<file path="config.mk">
export PLATFORM = sky130hd
export DESIGN_NAME = rscr_front
export DESIGN_NICKNAME = d
export VERILOG_FILES = /design/src/hw/rtl/rate_scaled_clock_rebase_macros.svh /design/src/hw/rtl/rscr_pkg.sv /design/src/hw/rtl/rscr_front.sv
export SDC_FILE = /design/constraint.sdc
export NUM_CORES = 1
export LEC_CHECK = 0
export ABC_AREA = 1
export CORE_AREA = 5 5 270 272
export DETAILED_ROUTE_END_ITERATION = 10
export DIE_AREA = 0 0 275 277
export DONT_BUFFER_PORTS = 1
export PLACE_DENSITY = 0.3
export SKIP_LAST_GASP = 1
export SLEW_MARGIN = 15
export SYNTH_ARGS = -nofsm -noshare
export SYNTH_HDL_FRONTEND = slang
export SYNTH_SLANG_ARGS = --single-unit
export TNS_END_PERCENT = 50
</file>
<file path="constraint.sdc">
create_clock -name vclk -period 0.8
set_input_delay 0.04 -clock vclk [all_inputs]
set_output_delay 0.04 -clock vclk [all_outputs]
set_load 0.01 [all_outputs]
</file>
<file path="src/hw/rtl/rate_scaled_clock_rebase_macros.svh">
// Assertion macros used by the back end of the clock rebase RTL.
`ifndef RATE_SCALED_CLOCK_REBASE_MACROS_SVH
`define RATE_SCALED_CLOCK_REBASE_MACROS_SVH

// Same-cycle implication, sampled on clk, off during reset.
`define RSCR_ASSERT_IMP(lbl, ante, cons) \
	lbl: assert property (@(posedge clk) disable iff (!arst_n) (ante) |-> (cons)) \
		else $error("rscr: same-cycle check failed");

// Next-cycle implication, sampled on clk, off during reset.
`define RSCR_ASSERT_NEXT(lbl, ante, cons) \
	lbl: assert property (@(posedge clk) disable iff (!arst_n) (ante) |=> (cons)) \
		else $error("rscr: next-cycle check failed");

`endif

</file>
<file path="src/hw/rtl/rscr_pkg.sv">
// Shared types, constants and helpers of the scaled virtual clock bank.
package rscr_pkg;

	localparam int NUM_CLOCKS_DEF      = 4;
	localparam int SCALE_FRAC_BITS_DEF = 16;

	localparam int ID_W        = 2;
	localparam int REAL_W      = 63;
	localparam int TIME_W      = 64;
	localparam int SCALE_W     = 32;
	localparam int LOW_W       = 32;
	localparam int NUM_RESCALE = 4;
	localparam int QDEPTH      = 2;

	localparam logic OP_QUERY   = 1'b0;
	localparam logic OP_RESCALE = 1'b1;

	// One queued request after classification.
	typedef struct packed {
		logic                                op;
		logic [ID_W-1:0]                     clock_id;
		logic [REAL_W-1:0]                   real_time;
		logic [NUM_RESCALE-1:0][REAL_W-1:0]  rescale_real;
		logic [SCALE_W-1:0]                  new_scale;
	} req_t;

	// Side data that rides along the multiply pipeline.
	typedef struct packed {
		logic                rebase;
		logic [ID_W-1:0]     clock_id;
		logic [TIME_W-1:0]   fb;
	} tag_t;

	// Rate 1.0 in the fixed point format, saturated when it does not fit.
	function automatic logic [SCALE_W-1:0] scale_one(input int frac);
		if (frac >= SCALE_W)
			return '1;
		return SCALE_W'(1) << frac;
	endfunction

	// Clocks 1 and 3 report only their low word.
	function automatic logic narrow_clock(input logic [ID_W-1:0] id);
		return id[0];
	endfunction

endpackage

</file>
<file path="src/hw/rtl/rscr_front.sv">
// Front end: takes requests, drops those that do nothing, packs them for the queue.
module rscr_front import rscr_pkg::*; #(
	parameter int NUM_CLOCKS = NUM_CLOCKS_DEF
) (
	input  logic                in_valid,
	output logic                in_ready,
	input  logic                operation,
	input  logic [ID_W-1:0]     clock_id,
	input  logic [REAL_W-1:0]   real_time,
	input  logic [REAL_W-1:0]   rescale_real_0,
	input  logic [REAL_W-1:0]   rescale_real_1,
	input  logic [REAL_W-1:0]   rescale_real_2,
	input  logic [REAL_W-1:0]   rescale_real_3,
	input  logic [SCALE_W-1:0]  new_scale,
	input  logic                q_full,
	output logic                q_push,
	output req_t                q_data
);

	logic in_range;
	logic keep;

	// Classify: out-of-range queries and zero-rate changes are dropped here
	assign in_range = (32'(clock_id) < 32'(NUM_CLOCKS));
	assign keep     = (operation == OP_QUERY) ? in_range : (new_scale != '0);

	assign in_ready = !q_full;
	assign q_push   = in_valid && !q_full && keep;

	// Pack the request
	always_comb begin
		q_data.op              = operation;
		q_data.clock_id        = clock_id;
		q_data.real_time       = real_time;
		q_data.rescale_real[0] = rescale_real_0;
		q_data.rescale_real[1] = rescale_real_1;
		q_data.rescale_real[2] = rescale_real_2;
		q_data.rescale_real[3] = rescale_real_3;
		q_data.new_scale       = new_scale;
	end

endmodule

</file>
; ---- Word-level counts from Yosys, hierarchy flattened
; Index checks and enable logic that the tools add are counted.
[totals]
elab_cells = 5
ram_bits = 0
memories = 0
inputBits = 352
latch_bits = 0
register_bits = 0
romBits = 0
out_inout_bits = 352
[op_classes]
muxes = 1
n_bitwise = 0
n_addsub = 0
mul = 0
reduce_logical = 4
order_cmp = 0
n_shift = 0
eq_ne = 0
div_mod_pow = 0
[op_table]
columns = operator, count
row1 = nonzero test 32 bit, 1
row2 = logical AND 1 bit, 2
row3 = zero test 1 bit, 1
row4 = two-way mux 1 bit, 1

; ---- Depth between registers and ports, before layout
[depth]
ltp_word = 3
depth_mapped = 6
mapped_depth_nobuf = 6

; ---- Worst setup path before layout
; Ideal clock, no wire load.
[synth_timing]
path_type = input port to output port
from = input port new_scale[1]
to = output port q_push
path_buffers = 0
path_stages = 5
t_arrival_ns = 0.550
path_slack_ns = 0.210
cell_sequence = or2_0 nor2_1 nand3_1 nor2_1 nor2_1
[synth_between]
elab_chain_len = 3
[synth_lines]
columns = element, line
row1 = from (decl), rscr_front.sv:14  ; input logic [SCALE_W-1:0] new_scale,
row2 = nonzero test 32 bit, rscr_front.sv:25  ; assign keep = (operation == OP_QUERY) ? in_range : (new_scale != '0);
row3 = two-way mux 1 bit, rscr_front.sv:25
row4 = logical AND 1 bit, rscr_front.sv:28  ; assign q_push = in_valid && !q_full && keep;
row5 = to (decl), rscr_front.sv:16  ; output logic q_push,
; Every way passes these cells.

; ---- Worst setup path in the final report
[layout_timing]
from = input port new_scale[27]
to = output port q_push
; The elaborated chain is that of the path after synthesis.

==> metrics.md <==
| Metric | Value |
|---|---|
| Row count | 98 |
| Worst vdd ir | 0.0151 mV |
| Drt wl/cell | approximately 13 um |
| CP Launch Type | input port |
| Final Slew Violations | 0 |
| Clock buffers | 0 |
| Run status | completed |
| Horiz. Die Dim | 275 um |
| Area share of the largest cell type after synthesis | 95.1% |
| Post-Syn Nets | around 740 |
| Area contributors post-synth | buf_4 (95%), nor2_1 (2.7%), nand2_1 (1.1%) |
| Core area | 0.0705 mm^2 |
| Fraction of layout cells with a size suffix above 1 | approximately 6% |
| Hold slack | 0.0800 ns |
| HPWL Detailed | 11.1 mm |
| Relative slew margins | a little under nine tenths |
| Library cells used by synthesis | 8 |
| Critical Path Most Common Cell | nor2_1 |
| Tot Pwr | 0.0000368 W |
| Power per cell area | 27.8 mW/mm^2 |
| Final count of hold timing violations | 0 |
| Antenna violations before repair | 4 |
| NumNets Final | 387 |
| Synthesized area | 0.00276 mm^2 |
| DRT Wirelength | 12.7 mm |
| Post-Syn Instances | approximately 380 |
| DRT iter0 DRCs | 21 |
| Die height | 277 um |
| Kind of critical path | input port to primary output |
| Gp weighted congestion | around 0.44 |
| Area leader, netlist | buf_4 |
| Ports | 704 |
| Final setup TNS | 0 ns |
| Max stage delay on crit path | 0.12 ns |
| Worst Hold Path Cells | 0 |
| Largest net degree at the start of global routing | 3 |
| Final cycle utilization of the critical path | between 70% and 80% |
| GR Util All Layers | 2.90% |
| Worst-margin pin slew | 0.215 ns |
| Starting Density | approximately 3.9% |
| Crit path cell chain | nor2_1, nand2_1, nor2_1, nand3_2, nor2_1, nor2_1 |
| CP Max Fanout | 2 |
| CP required | around 0.76 ns |
| DR pass1 iterations | 3 |
| DP Area | around 0.0013 mm^2 |
| Fin area | 0.00133 mm^2 |
| Max Fclk | ~1600 MHz |
| Hold Crit Class | input port to primary output |
| PostCTS Resize Cnt | 0 |
| Post-synthesis sequential area ratio | 0% |
| Die area | 0.0762 mm^2 |
| CP arrival | 0.58 ns |
| Final setup fails | 0 |
| Post-CTS Hold Fix Bufs | 0 |
| Post-placement cell count | 983 |
| Via count | approximately 810 |
| Vias in the first global route | 964 |
| Leakage power | 0.0485 nW |
| Slowest stage cell on the critical path | nor2_1 |
| CP endpoint kind | primary output |
| Via density per instance | 0.826 |
| Non-Filler Instances | 983 |
| First-pass GRT wire length | 13.7 mm |
| # diodes | 0 |
| Post-CTS setup buffer count | 0 |
| DRC Markers | 0 |
| Area Growth Syn to Fin | -52.1% |
| Seq_cells | 0 |
| Min Clock Period, post-route | 0.623 ns |
| Max-capacitance violation count | 0 |
| Gr ovfl total | 0 |
| Synth warn | 0 |
| Count of buffers from port buffering | 0 |
| Final ANT Viol Nets | 0 |
| RSZ-0062 raised after global routing | false |
| Register Area | 0 um^2 |
| Syn avg cell area | a little over 7 um^2 |
==> cell usage after synthesis <==
cell,number
inv_1,1
nand3_1,1
nand2_1,8
nor2_1,20
or2_0,1
nor2_2,1
nand3_2,1
buf_4,350
==> through the flow <==
step,worst slack (ns),utilization (%)
after floorplan,0.210,-
final,0.177,1.88
after CTS,0.135,1.88
after global placement,0.136,1.88
after global routing,0.0954,1.88
after detailed placement,0.139,1.88
==> cell type report <==
type / instances / area (um^2)
fillers: 8448 / 69200
inverters: 1 / 3.75
multi-input cells: 32 / 133
well taps: 950 / 1190
==> worst paths after layout <==
kind / from / endpoint / slack, ns
hold / removal: rescale_real_1[8] / q_data[103] / 0.08
setup / recovery: new_scale[27] / q_push / 0.18
==> cell usage in the layout (no fill, tap or decap) <==
master	n
nor2_1	20
nand2_1	8
inv_1	1
nand3_2	1
nor2_2	1
or2_0	1
nand3_1	1
==> where the power goes <==
part / internal [W] / switching, W / leakage, nW
registers: 0 / 0 / 0
logic: 0.0000147 / 0.0000221 / 0.0485
clock network: 0 / 0 / 0
total: 0.0000147 / 0.0000221 / 0.0485
==> worst max-delay path: cells and delay by family <==
| family | cells | cell delay (ns) |
|---|---|---|
| simple gates | 6 | 0.55 |
==> logic make-up (layout without fill, tap and decap cells) <==
family | after synthesis | count (layout) | share of synthesized area (%)
buffers and inverters | 351 | 1 | 95.2
AND/OR/NAND/NOR | 32 | 32 | 4.80
==> routing by layer <==
| layer | vias up | GRT usage (%) | part of all wire (%) |
|---|---|---|---|
| li1 | 100 | - | - |
| met1 | 202 | 0.683 | 9.1 |
| met2 | 330 | 4.51 | 42 |
| met3 | 180 | 2.89 | 25 |
| met4 | 0 | 5.70 | 24 |
| met5 | - | 0 | 0 |
Note: power is estimated with default switching activity, not from simulation.
