==> src/hw/rtl/rate_scaled_clock_rebase_macros.svh <==
// Assertion macros used by the back end of the clock rebase RTL.
`ifndef RATE_SCALED_CLOCK_REBASE_MACROS_SVH
`define RATE_SCALED_CLOCK_REBASE_MACROS_SVH

// Same-cycle implication, sampled on clk, off during reset.
`define RSCR_ASSERT_IMP(lbl, ante, cons) \
	lbl: assert property (@(posedge clk) disable iff (!arst_n) (ante) |-> (cons)) \
		else $error("rscr: same-cycle check failed");

// Next-cycle implication, sampled on clk, off during reset.
`define RSCR_ASSERT_NEXT(lbl, ante, cons) \
	lbl: assert property (@(posedge clk) disable iff (!arst_n) (ante) |=> (cons)) \
		else $error("rscr: next-cycle check failed");

`endif

==> src/hw/rtl/rscr_pkg.sv <==
// Shared types, constants and helpers of the scaled virtual clock bank.
package rscr_pkg;

	localparam int NUM_CLOCKS_DEF      = 4;
	localparam int SCALE_FRAC_BITS_DEF = 16;

	localparam int ID_W        = 2;
	localparam int REAL_W      = 63;
	localparam int TIME_W      = 64;
	localparam int SCALE_W     = 32;
	localparam int LOW_W       = 32;
	localparam int NUM_RESCALE = 4;
	localparam int QDEPTH      = 2;

	localparam logic OP_QUERY   = 1'b0;
	localparam logic OP_RESCALE = 1'b1;

	// One queued request after classification.
	typedef struct packed {
		logic                                op;
		logic [ID_W-1:0]                     clock_id;
		logic [REAL_W-1:0]                   real_time;
		logic [NUM_RESCALE-1:0][REAL_W-1:0]  rescale_real;
		logic [SCALE_W-1:0]                  new_scale;
	} req_t;

	// Side data that rides along the multiply pipeline.
	typedef struct packed {
		logic                rebase;
		logic [ID_W-1:0]     clock_id;
		logic [TIME_W-1:0]   fb;
	} tag_t;

	// Rate 1.0 in the fixed point format, saturated when it does not fit.
	function automatic logic [SCALE_W-1:0] scale_one(input int frac);
		if (frac >= SCALE_W)
			return '1;
		return SCALE_W'(1) << frac;
	endfunction

	// Clocks 1 and 3 report only their low word.
	function automatic logic narrow_clock(input logic [ID_W-1:0] id);
		return id[0];
	endfunction

endpackage

==> src/hw/rtl/rscr_fifo.sv <==
// Short request queue between the front end and the execution back end.
module rscr_fifo import rscr_pkg::*; (
	input  logic  clk,
	input  logic  arst_n,
	input  logic  push,
	input  req_t  push_data,
	input  logic  pop,
	output logic  full,
	output logic  empty,
	output req_t  head
);

	localparam int PTR_W = (QDEPTH > 1) ? $clog2(QDEPTH) : 1;
	localparam int CNT_W = $clog2(QDEPTH + 1);

	req_t             mem_q [QDEPTH];
	logic [PTR_W-1:0] wr_ptr_q;
	logic [PTR_W-1:0] rd_ptr_q;
	logic [CNT_W-1:0] count_q;
	logic             do_push;
	logic             do_pop;

	assign full    = (count_q == CNT_W'(QDEPTH));
	assign empty   = (count_q == '0);
	assign do_push = push && !full;
	assign do_pop  = pop && !empty;
	assign head    = mem_q[rd_ptr_q];

	// Store the entry
	always_ff @(posedge clk) begin
		if (do_push)
			mem_q[wr_ptr_q] <= push_data;
	end

	// Advance pointers and fill count
	always_ff @(posedge clk or negedge arst_n) begin
		if (!arst_n) begin
			wr_ptr_q <= '0;
			rd_ptr_q <= '0;
			count_q  <= '0;
		end else begin
			if (do_push)
				wr_ptr_q <= (wr_ptr_q == PTR_W'(QDEPTH - 1)) ? '0 : wr_ptr_q + 1'b1;
			if (do_pop)
				rd_ptr_q <= (rd_ptr_q == PTR_W'(QDEPTH - 1)) ? '0 : rd_ptr_q + 1'b1;
			if (do_push && !do_pop)
				count_q <= count_q + 1'b1;
			else if (do_pop && !do_push)
				count_q <= count_q - 1'b1;
		end
	end

endmodule

==> config.mk <==
export PLATFORM = sky130hd
export DESIGN_NAME = rscr_fifo
export DESIGN_NICKNAME = d
export VERILOG_FILES = /design/src/hw/rtl/rate_scaled_clock_rebase_macros.svh /design/src/hw/rtl/rscr_pkg.sv /design/src/hw/rtl/rscr_fifo.sv
export SDC_FILE = /design/constraint.sdc
export NUM_CORES = 1
export LEC_CHECK = 0
export BUFFER_PORTS_ARGS = -buffer_cell sky130_fd_sc_hd__buf_4
export CELL_PAD_IN_SITES_DETAIL_PLACEMENT = 1
export CELL_PAD_IN_SITES_GLOBAL_PLACEMENT = 1
export CORE_MARGIN = 5
export CORE_UTILIZATION = 30
export CTS_CLUSTER_SIZE = 14
export DETAILED_ROUTE_END_ITERATION = 16
export PLACE_DENSITY = 0.64
export SYNTH_ARGS = -nofsm -noshare
export SYNTH_HDL_FRONTEND = slang
export SYNTH_SLANG_ARGS = --single-unit
==> constraint.sdc <==
create_clock -name clk -period 22.6 [get_ports clk]
set_input_delay 1.13 -clock clk [delete_from_list [all_inputs] [get_ports clk]]
set_output_delay 1.13 -clock clk [all_outputs]
set_load 0.005 [all_outputs]
Word level (Yosys, flattened, before mapping)
Memory sizes are Yosys's and may differ from the RTL's.
Cells that the tools add are included.
Storage, ports and cells
  memories kept: 1
  output and inout bits: 352
  RAM bits: 700
  register bits: 4
  input bits: 354
  logic and storage cells: 25
Memory list
  mem_q: words 2, width 350, rd ports 1, clocked after memory_dff 0, write ports 1, line rscr_fifo.sv:16  | req_t mem_q [QDEPTH];
Cells by class
  mux-type cells: 6
  equal/unequal tests: 1
  $add $sub $neg: 4
  reduce and logical (&&, ||, !) cells: 10
Operator list (count)
  logical AND 1 bit: 4
  logical NOT 1 bit: 4
  two-way mux 1 bit: 4
  two-way mux 2 bit: 2
  adder 1 bit (second input constant): 2
  adder 2 x 1 -> 2 bit (second input constant): 1
  equality test 2 bit (second input constant): 1
  logical NOT 2 bit: 1
  nonzero test 2 bit: 1
  subtractor 2 x 1 -> 2 bit (second input constant): 1

Logic depth before layout (Yosys ltp)
  word-level depth: 7
  mapped depth: 7
  mapped depth without buffers: 7

Worst setup path before layout
No wires, ideal clock.
  kind: input to register
  from: input port push
  to: memory mem_q[0][0] (netlist name), enable pin
  setup slack: 5.827 ns
  data required time: 21.531 ns
  data arrival time: 15.704 ns
  stages: 2
  buffers on the path: 0
  setup time: 1.069 ns
  cells stage by stage: nand2_1 nor2_1
On the way
  word-level cells in the longest chain between the ends: 3
Ends and longest elaborated chain
  from (decl): line rscr_fifo.sv:5  | input logic push,
  logical AND 1 bit: line rscr_fifo.sv:25  | assign do_push = push && !full;
  two-way mux 1 bit: line rscr_fifo.sv:31  | if (do_push)
  two-way mux 1 bit (not written as such): line rscr_fifo.sv:32  | mem_q[wr_ptr_q] <= push_data;
  to (decl): line rscr_fifo.sv:16
No other way between the ends.

==> impl_metrics.yaml <==
floorplanning:
  start_util_pct: 30.20
  die_h_um: 308.3
  rows: 109
  pin_count: 706
  die_w_um: 308.3
  coreArea_mm2: 0.08837
  die_area_mm2: 0.09504
grt:
  overflow: 0
  grt_pass1_wl_um: 94280
  first_global_vias: 14809
  antenna_found_initial: 12
  grt_use_total_pct: 13.26
  grt_max_degree: 124
synth:
  synthesis.area_mm2: 0.02669
  synthCells: 1108
  yosys_warnings: 0
  ys_seq_elements: 704
  ys_seq_area_share_pct: 79.12
  synth_cell_types: 16
  syn_avg_cell_area_um2: 24.09
  synth_nets: 1463
sta:
  finalMaxSlewViolations: 0
  final.period_utilization_pct: 25.01
  slew_headroom_pct: 22.98
  tightest_slew_ns: 1.155
  final.min_clock_period_ns: 5.652
  fin_skew_ns: 0.02351
  finalHoldViolCount: 0
  setup_viol: 0
  rsz0062_at_grt: "no"
  max_freq_mhz: 176.9
  fin_setup_tns_ns: 0
setup_path:
  crit_required_ns: 21.47
  arrival_ns: 4.52
  cp-start-kind: "flip-flop"
  crit_chain: "buf_4 -> buf_4 -> buf_4 -> mux2_4 -> buf_4"
  crit_slowest_cell: "dfrtp_4"
  ff2ff_setup_slack_ns: 18.17
  slowest_delay_ns: 0.95
  critPathCaptureType: "output pin"
  path_class: "flip-flop to output pin"
  cpMostUsedCell: "buf_4"
  worstPathMaxFanout: 53
layout:
  finalInstanceArea_mm2: 0.03549
  num-nets-final: 2224
  drive_gt1_share_pct: 60.77
  nFillCells: 8700
  area_delta_synth_final_pct: 32.95
  seqCellArea_mm2: 0.02112
  multi_input_area_mm2: 0.005131
min_path:
  hp-class: "input port to async pin"
route:
  routed-wl-met3_um: 7779
  final_antenna_net_count: 0
  vias: 13183
  top_layer: "met5"
  wl_met2_um: 34620
  route.detailed.drc: 0
  drtPass1Iterations: 7
  drt-total-wl_um: 66930
  wire_per_inst_um: 21.60
  first_iter_violations: 655
  wl_met1_um: 22710
  vias_per_cell: 4.254
cts:
  cts_tree: "done"
  cts_resized: 0
  tritoncts_num_sinks: 704
  cts_hold_buf: 0
  cts_setup_buffers: 0
  h-tree-depth: 3
  clk_pin_slew_ns: 0.06
  clk_latency_ns: 0.60
  cts_root_buffer: "clkbuf_16"
  clockBufferDepth: 3
  cts_made_buffers: 77
place:
  dpl.hpwl_um: 48570
  gp_congestion: 0.7745
  placed_area_mm2: 0.03315
  portBuffers: 705
power_and_ir_drop:
  leakage_nw: 13.81
  p_per_area_mw_per_mm2: 127.7
  peakVddDrop_uv: 90.15
run:
  max_cap_violations: 0
status:
  outcome: "finished clean"
[report_power, final]
part | internal, mW | switching (mW)
Clock | 0.669 | 0.486
Combinational | 0.835 | 0.658
Sequential | 1.79 | 0.0956
Total | 3.29 | 1.24
[placed cells by master, fill, tap and decap left out]
cell / Yosys / layout
inv_6: 0 / 1
clkbuf_16: 0 / 78
nor2_1: 3 / 2
o21ai_0: 1 / 1
ha_1: 1 / 1
and3_4: 0 / 1
dfrtp_1: 4 / 3
clkinv_8: 0 / 3
nand2_1: 1 / 1
clkinvlp_4: 0 / 3
mux2_2: 60 / 60
clkinv_1: 0 / 18
inv_1: 2 / 2
buf_4: 0 / 720
dfrtp_4: 0 / 1
clkinv_4: 0 / 2
xnor2_1: 3 / 3
diode_2: 0 / 7
xor2_1: 2 / 2
clkbuf_1: 0 / 22
buf_12: 0 / 1
clkinv_2: 0 / 7
bufinv_16: 0 / 3
nand2b_1: 1 / 1
edfxtp_1: 700 / 700
mux2_4: 290 / 290
nor2_4: 0 / 1
[synth_stat cells (all sizes together)]
| master | instances | area (um2) |
|---|---|---|
| nand2b | 1 | 6.260 |
| o21ai | 1 | 5.000 |
| buf | 39 | 446.7 |
| dfrtp | 4 | 100.1 |
| edfxtp | 700 | 21020 |
| xor2 | 2 | 17.52 |
| mux2 | 350 | 5030 |
| xnor2 | 3 | 26.28 |
| nand2 | 1 | 3.750 |
| nor2 | 3 | 11.26 |
| inv | 2 | 7.510 |
| ha | 1 | 12.51 |
| and3 | 1 | 6.260 |
[state kept, by name, indices dropped and copies added (netlist names)]
signal,cells
rd_ptr_q,1
wr_ptr_q,1
count_q,2
mem_q,700
[layer usage]
layer,global-route usage [%],vias to the layer above
met5,0,-
met4,5.054,8
met3,6.530,99
met2,23.64,551
met1,13.34,6556
li1,-,5969
[cells by family after synthesis]
family / count (synthesis) / synth area share [%]
xor gates and xnor gates: 5 / 0.1641
buffers and inverters: 41 / 1.702
AOI/OAI and AO/OA: 1 / 0.01873
muxes: 350 / 18.84
DFF: 704 / 79.12
and+or+nand+nor: 6 / 0.1031
adders and majority gates: 1 / 0.04687
[critical path, delay by kind of cell, from the launching register on]
kind / cells / cell delay (ns)
DFF: 1 / 0.95
buffers and inverters: 4 / 2.42
muxes: 1 / 0.36
[cell type report]
class	instances	share of cell area, %
repair buffers	721	15.29
flip-flops and latches	704	59.52
clock buffers	100	5.733
multi-input cells	363	14.46
clock inverters	37	0.8180
well taps	1165	4.107
inverters	2	0.02115
diodes	7	0.04936
[metrics by stage]
stage                     util [%]  std cells  worst slack, ns  power [mW]  hold WS, ns
after floorplan                  -       1108            5.827       2.893       0.4608
after global placement       37.51       2955            17.56       3.410       0.5025
after detailed placement     37.51       2955            17.50       3.443       0.5084
after CTS                    40.14       3092            16.86       4.623       0.2400
after global routing         40.15       3096            16.73       4.764       0.2543
final                        40.16       3099            16.95       4.534       0.3109
[worst paths after layout]
path / startpoint / end / cells after the start
max in group asynchronous: arst_n / rd_ptr_q / 1
worst min register to register: count_q[1] / count_q[1] / 1
worst max register to register: count_q[0] / mem_q[1][32] / 5
worst max-delay path: rd_ptr_q / head[166] / 5
min in group clk: count_q[1] / count_q[1] / 1
worst min-delay path: arst_n / wr_ptr_q / 1
No activity file was read; power rests on OpenSTA's default activity.
